## config.mk

```make
export PLATFORM = sky130hd
export DESIGN_NAME = gnes_delay
export DESIGN_NICKNAME = d
export VERILOG_FILES = /design/src/hdl/gene_network_euler_step_assert.svh /design/src/hdl/gnes_delay.sv
export SDC_FILE = /design/constraint.sdc
export NUM_CORES = 1
export LEC_CHECK = 0
export BUFFER_PORTS_ARGS = -buffer_cell sky130_fd_sc_hd__clkbuf_2
export CORE_ASPECT_RATIO = 0.9
export CORE_MARGIN = 1.5
export CORE_UTILIZATION = 35
export DETAILED_ROUTE_END_ITERATION = 12
export PLACE_DENSITY = 0.73
export SLEW_MARGIN = 20
export SYNTH_ARGS = -nofsm -noshare
export SYNTH_HDL_FRONTEND = slang
export SYNTH_SLANG_ARGS = --single-unit
```

## constraint.sdc

```tcl
create_clock -name clk -period 0.8 [get_ports clk]
set_input_delay 0.2 -clock clk [delete_from_list [all_inputs] [get_ports clk]]
set_output_delay 0.2 -clock clk [all_outputs]
set_load 0.005 [all_outputs]
```

## src/hdl/gene_network_euler_step_assert.svh

```systemverilog
// Assertion macros for the gene network Euler step block.
// Used by files that include it; expects clk and rst in scope.
`ifndef GENE_NETWORK_EULER_STEP_ASSERT_SVH
`define GENE_NETWORK_EULER_STEP_ASSERT_SVH

// antecedent implies consequent in the same cycle
`define GNES_ASSERT_SAME(lbl, ante, cons, msg) \
  lbl: assert property (@(posedge clk) disable iff (rst) (ante) |-> (cons)) else $error(msg);

// antecedent implies consequent in the next cycle
`define GNES_ASSERT_NEXT(lbl, ante, cons, msg) \
  lbl: assert property (@(posedge clk) disable iff (rst) (ante) |=> (cons)) else $error(msg);

`endif

```

## src/hdl/gnes_delay.sv

```systemverilog
// Enable-gated delay line for payload words.
// No dependencies.
module gnes_delay #(
  parameter int W = 32,
  parameter int N = 1
) (
  input  logic         clk,
  input  logic         en,
  input  logic [W-1:0] din,
  output logic [W-1:0] dout
);

  logic [W-1:0] sr [N];

  always_ff @(posedge clk) begin
    if (en) begin
      sr[0] <= din;
      for (int i = 1; i < N; i++) begin
        sr[i] <= sr[i-1];
      end
    end
  end

  assign dout = sr[N-1];

endmodule

```

# Word-level counts from Yosys, hierarchy flattened
# Memory sizes are Yosys's and may differ from the RTL's.
# Cells that the tools add are included.
[classes]
muxes = 2
[ops]
columns = ["operator", "count"]
rows = [
  ["two-way mux 1 bit", 2],
]
[totals]
register_bits = 0
ram_bits = 32
input_bits = 34
output_inout_bits = 32
n_memories = 1
[memory_table]
columns = ["memory", "words", "width", "rd", "rd_ports_with_merged_regs", "write_ports", "line", "rtl"]
rows = [
  ["sr", 1, 32, 1, 0, 1, "gnes_delay.sv:13", "logic [W-1:0] sr [N];"],
]

# Longest topological paths before layout
# Gate-level depths: netlist of run 1.
[logic_depth]
word_depth = 2
ltp_mapped = 0
ltp_nobuf = 0

# Worst setup path after synthesis of run 1
# OpenSTA, ideal clock, no wires.
[synth_path]
path_type = "reg2out"
start = "memory sr[0][0]"
end = "output dout[0]"
arrival_ps = 355
setup_slack_ps = 245
stages_incl_launch_ff = 1
n_path_buf = 0
cell_sequence = "edfxtp_1"
[synth_via]
elab_chain_len = 1
[synth_rtl]
columns = ["item", "line", "rtl"]
rows = [
  ["start: declaration", "gnes_delay.sv:13", ""],
  ["memory read (1 x 32 bit)", "-", ""],
  ["end: declaration", "gnes_delay.sv:10", "output logic [W-1:0] dout"],
]
# No other way between the ends.

# Final worst setup path of run 1
# Ends and elaborated chain as after synthesis.

==> metrics list, run 1 <==
- The flow ran to the end, but the final reports show violations.
* Violated checks: DRC, setup timing
- Maximum number of buffers from clock root to sink: 2
- For this design, the sink count on the clock tree is 32.
- Die X-Extent: 58.2 µm
* Wire length after detailed routing: 1710 µm
* Port buffer count: 65
- Power Total: 3.08 mW
- Detailed placement ended at an HPWL of approximately 1400 µm.
* TNS Setup: -6450 ps
* Endpoint type of the worst setup path: output pin
- In this run, distinct cell masters in the synthesized netlist total 1.
* Cts bufs inserted: 5
- Total global-route track usage: 12.9%
- The region available for standard cell placement spans 2530 µm².
* Biggest cell delay along the critical path: 400 ps
- The startpoint identified for the worst hold timing path is din[5].
* Power Density: 2210 nW/µm²
- Type of the worst min-delay path: input port to flip-flop
* Number of nets in the layout: 140
- Post-synthesis share of cell area spent on full adders, half adders and majority gates: 0%
* Initial standard-cell utilization of the core: 38.0%
* Fraction of layout instances using a drive strength above 1: ~69%
- Number of flip-flops in the largest register: 32
- Dividing the detail-routed wire length by the instance count gives 12.8 µm.
- The repair_antennas step left the layout with diodes totalling 0.
- Subtracting the final worst setup slack from the clock period gives 1030 ps.
* CTS HTree Levels: 2
* Yosys top cell area share: 100%
- First-pass GRT wire length: 2640 µm
- Highest fanout seen on the critical path: 1
- Counting flops per register, the top entry is sr.
* Arrival time reported for the critical path endpoint: 830 ps
* Count of endpoints failing setup in the final report: 32
* Die extent in y: around 53 µm
- Library cell used as clock root buffer: clkbuf_4
* Top Registers: sr: 32 flops
- The congestion estimate from routability-driven global placement came to 0.602.
- Post-route DRC: 4
- For this design the static power due to leakage is 0.625 nW.
- Xor and xnor area share after synthesis: 0%
- Initial antenna violation count: 0
- Maximum operating frequency: 969 MHz
- Max stage delay cell, worst path: edfxtp_1
* Syn_area_per_cell: 30.0 µm²
- Setup slack after placement: -13.3 ps
- The cell count after synthesis came out at 32.
- Largest delay share family, worst path: flip-flops
* Async SR Flop Fraction: 0%
* Type of element launching the critical path: flip-flop
- Average via count per standard cell: 4.31
- Area added between synthesis and finish: 45.2%
- The number of buffers and inverters on the critical path is 1.
* Post-CTS Setup Bufs: 0
* Cell chain of the critical path: clkbuf_2
* CP Launch Point: sr[0][0]
* Number of cell rows: 17
- The multi-input combinational cells in the finished layout cover a total of 0 µm².
- Vias after detailed routing: roughly 580
- Detail Route Antenna Nets: 0
- Drt initial violations: 14
* Sequential area share after synthesis: 100%
- Clock-pin slew of the registers on the worst-case setup and hold paths: 90 ps
- VDD sags by at most 1.20 mV.
- Synthesis inferred 32 register bits.
- Data on the critical path is required at its endpoint by roughly 600 ps.
* Area of all placed cells without fillers: 1400 µm²
- Placed Instance Area: 1350 µm²
- Across all setup checks in the final design, the least slack found is -231 ps.
- Yosys instantiated no cell more often than edfxtp_1.
- The synthesized design spends more area on one cell type than any other, namely edfxtp_1.
* Max Cap Violations: 0
* Number of global-route vias before repair: around 610
* Synthesized-area fraction occupied by ao, oa, aoi and oai cells: 0%
- Synth Warn #: 0
* GR Overflow Total: 0
- Simple-gate area share of the yosys netlist: 0%
* Headroom to the max-slew limit: between 90% and 100%
- Multiplexer cells account for 0% of the synthesized area.
- Ranking of synthesized cells by instance count: edfxtp_1 (32)
- Total number of multi-input combinational cells: 0
- Tightest Pin Transition: 129 ps
* Number of nets in the synthesized netlist: 66
- The die covers 3070 µm².
- Of the available clock period, the critical path in the final layout requires 129%.
* Most used DFF post-synth: edfxtp_1
- Count of flip-flops with a built-in enable after synthesis: 32
- Number of hold-slack violations in the final timing report: 0
* Setup repair after global routing missed its margin: true
- Largest cells by area after synthesis: edfxtp_1 (100%)
* Mapped cell area: 961 µm²
- Number of detailed-route iterations in the first pass: 8
* Clock tree from TritonCTS: built
- Count of pins on the block boundary: 66
- Entering global routing, the biggest net connects 23 pins.
* Final Slew Violations: 0
- The worst setup path is of the flip-flop to output pin kind.
-- final cells by class --
| class | count | area, µm² |
|---|---|---|
| Fill cell | 204 | 1140 |
| Timing Repair Buffer | 67 | 353 |
| Tap cell | 28 | 35.0 |
| Clock inverter | 1 | 5.00 |
| Sequential cell | 32 | 961 |
| Clock buffer | 6 | 41.3 |
-- layer usage --
layer	up-vias	part of all wire [%]	track usage, %
met1	256	35	12.3
met3	4	11	5.93
met2	41	53	22.3
li1	277	-	-
met5	-	0	0
met4	0	1.3	8.14
-- power breakdown --
group          switching, mW  total (mW)  internal (mW)
clock network          0.469       0.792          0.323
logic                  0.113       0.261          0.148
registers             0.0347        2.02           1.99
total                  0.616        3.08           2.46
-- cells by family (layout without fill, tap and decap cells) --
kind of cell	Yosys count	after routing
DFF	32	32
buffers and inverters	0	74
-- repair_timing --
action | in CTS | in global routing
resized for setup | 0 | 0
endpoints found under the setup margin | 32 | 32
hold buffers | 0 | 0
-- stage by stage --
step,hold WS (ps),util [%],instances
2_1_floorplan,299,-,32
3_3_place_gp,378,53.3,127
3_5_place_dp,379,53.3,127
4_1_cts,41.6,55.1,134
5_1_grt,24.8,55.1,134
6_report,55.4,55.1,134
-- placed cells by master (no fill, tap or decap) --
master    instances
buf_12            1
clkbuf_4          5
buf_4             1
clkinv_2          1
clkbuf_2         65
edfxtp_1         32
clkbuf_1          1
-- worst paths after layout --
kind / to / slack [ps] / cells past startpoint
setup / recovery: dout[0] / -230 / 1
hold / removal: sr[0][5] / 60 / 1
No activity file was read; power rests on OpenSTA's default activity.
==> run 2, diff against run 1 <==
--- a/config.mk
+++ b/config.mk
@@ -6,9 +6,11 @@
 export NUM_CORES = 1
 export LEC_CHECK = 0
 export BUFFER_PORTS_ARGS = -buffer_cell sky130_fd_sc_hd__clkbuf_2
+export CELL_PAD_IN_SITES_DETAIL_PLACEMENT = 0
+export CELL_PAD_IN_SITES_GLOBAL_PLACEMENT = 2
 export CORE_ASPECT_RATIO = 0.9
 export CORE_MARGIN = 1.5
-export CORE_UTILIZATION = 35
+export CORE_UTILIZATION = 23
 export DETAILED_ROUTE_END_ITERATION = 12
 export PLACE_DENSITY = 0.73
 export SLEW_MARGIN = 20
==> metrics list, run 2 (synthesis results as in run 1) <==
* Number of cell rows: 22 (+5)
- The area growth from synthesis to layout is 52.2%.
- Average routed wire per standard cell: 11.6 µm (-8.8%)
- Power Density: 2300 nW/µm² (+4.4%)
- Number of global-route vias before repair: 585 (-3.5%)
* Fraction of layout instances using a drive strength above 1: 67.9% (-0.94 points)
* Total clock sinks: 32 (unchanged)
* Maximum operating frequency: 1030 MHz (+6.4%)
- The initial core utilization was 23.7% (-14 points).
- Vias after detailed routing: 570 (-1.4%)
- Type of the worst min-delay path: input port to flip-flop
- The met3 wire length came to 216 µm (+19%).
* Count of endpoints failing setup in the final report: 32 (unchanged)
- Cts bufs inserted: 5 (unchanged)
- Clock-pin slew of the registers on the worst-case setup and hold paths: 60 ps (-30 ps)
- The number of design-rule violations left by the first detailed-router iteration is 27 (+13).
- The overall die area was 4580 µm² (+49%).
- The area of the core region was 4050 µm² (+60%).
- Sum of met2 wire segment lengths after detailed routing: 913 µm (+1.3%)
* GR Overflow Total: 0 (unchanged)
- The count of antenna-violating nets left after detailed routing was 0 (unchanged).
- Top Registers: sr: 32 flops
- Type of element launching the critical path: flip-flop
* Outcome: complete, but fails checks
- Count of placed standard cells including taps: 147 (+16%)
- First-pass GRT wire length: 2730 µm (+3.1%)
- Critical path required time: 600 ps (about the same)
* Wire length after detailed routing: 1790 µm (+4.9%)
* Number of detailed-route iterations in the first pass: 4 (-4)
- The library cells used most frequently in the layout, excluding fill and tap cells, are clkbuf_2 (64), edfxtp_1 (32), clkbuf_8 (5).
- Minimum setup slack in the final design: -169 ps (+62.0 ps)
- The most critical setup path has its endpoint at dout[27].
* Endpoint type of the worst setup path: output pin
- Average via count per standard cell: 3.70 (-14%)
* Number of fillers in the final layout: 388 (+90%)
- Min Clock Period, post-route: 969 ps (-62.0 ps)
- Number of cells in the finished layout apart from fillers: 154 (+15%)
- Number of flip-flops in the largest register: 32 (unchanged)
* Antenna diode count: 0 (unchanged)
- Buffers and inverters on the worst path: 1 (unchanged)
- Fin crit share: 121% (-7.7 points)
- The maximum ir drop on the vdd rail is 1.02 mV (-15%).
- The count of boundary I/O pins is 66 (unchanged).
- Routability-driven placement congestion ratio: 0.677 (+13%)
- sr holds more flip-flops than any other register.
- The depth of the critical timing path with buffers and inverters included was 1 (unchanged).
- The total power came to 3.37 mW (+9.5%).
- The highest layer touched by signal routing is met3.
* Cell chain of the critical path: clkbuf_2
- The y dimension of the die was 64.3 µm (+22%).
- CTS placed an instance of clkbuf_8 at the clock tree root.
* Leading cell type in the layout, fill and taps excluded: clkbuf_2
* Placed Instance Area: 1390 µm² (+2.8%)
- Highest fanout seen on the critical path: 1 (unchanged)
* Violated checks: setup timing
- The count of nets after finishing is 140 (unchanged).
- Arrival time reported for the critical path endpoint: 770 ps (-60 ps)
- The max-slew violation count came to 0 (unchanged).
- TritonCTS built the clock tree.
- The die width came to 71.1 µm (+22%).
* Number of hold-slack violations in the final timing report: 0 (unchanged)
* Maximum number of buffers from clock root to sink: 2 (unchanged)
- In this run the worst setup path begins at sr[0][27].
* Area used by multi-input combinational logic: 0 µm² (unchanged)
* Maximum number of pins on one net before global-route repair: 19 (-17%)
- Total number of multi-input combinational cells: 0 (unchanged)
- Worst setup path category: flip-flop to output pin
- Headroom to the max-slew limit: 92.3% (+0.92 points)
* Max stage delay cell, worst path: edfxtp_1
- The H-tree depth is 2 (unchanged).
- The initial antenna violation count is 0 (unchanged).
* Biggest cell delay along the critical path: 380 ps (-20 ps)
- The worst-margin pin slew was 116 ps (-13.3 ps).
* Post-route DRC: 0 (-4)
* Setup slack after placement: -16.9 ps (-3.52 ps)
- The worst hold path begins at din[26].
* Port buffer count: 65 (unchanged)
- Area of all placed cells without fillers: 1460 µm² (+4.8%)
- The routed metal-1 wire length is 662 µm (+9.6%).
* Largest delay share family, worst path: flip-flops
- Final core occ: 36.1% (-19 points)
* Setup repair after global routing missed its margin: true
- Total global-route track usage: 8.38% (-4.5 points)
* Max Cap Violations: 0 (unchanged)
* Leakage power figure: 0.641 nW (+2.5%)
run 2: what timing repair did:
action | 4_1_cts | 5_1_grt
hold buffers | 0 | 0
setup endpoints to repair | 32 | 32
setup buffers | 0 | 0
resized for setup | 0 | 1
run 2: layout make-up:
type,instances,area (µm²),area share (%)
clock buffers,5,68.8,4.70
clock inverters,2,7.51,0.513
flip-flops and latches,32,961,65.7
well taps,48,60.1,4.11
repair buffers,67,365,25.0
run 2: power by group:
group | internal [mW] | switching [mW] | total (mW)
registers | 1.99 | 0.0326 | 2.03
clock network | 0.572 | 0.503 | 1.07
logic | 0.154 | 0.114 | 0.268
run 2: routing by layer:
| metal | track usage (%) | vias to the layer above |
|---|---|---|
| met2 | 12.7 | 36 |
| met4 | 4.95 | 0 |
| li1 | - | 274 |
| met5 | 0 | - |
| met1 | 8.59 | 260 |
| met3 | 5.52 | 0 |
run 2: stage by stage:
| step | setup TNS (ps) | hold slack, ps |
|---|---|---|
| after floorplan | 0 | 299 |
| after global placement | -196 | 377 |
| after detailed placement | -322 | 379 |
| after CTS | -5300 | 88.3 |
| after global routing | -6090 | 83.6 |
| final | -4670 | 103 |
run 2: how the worst min path moves through the flow:
stage,depth (start not counted),end
after global placement,1,sr[0][10]
final,1,sr[0][26]
after detailed placement,1,sr[0][26]
after floorplan,0,sr[0][0]
after CTS,1,sr[0][20]
after global routing,1,sr[0][20]
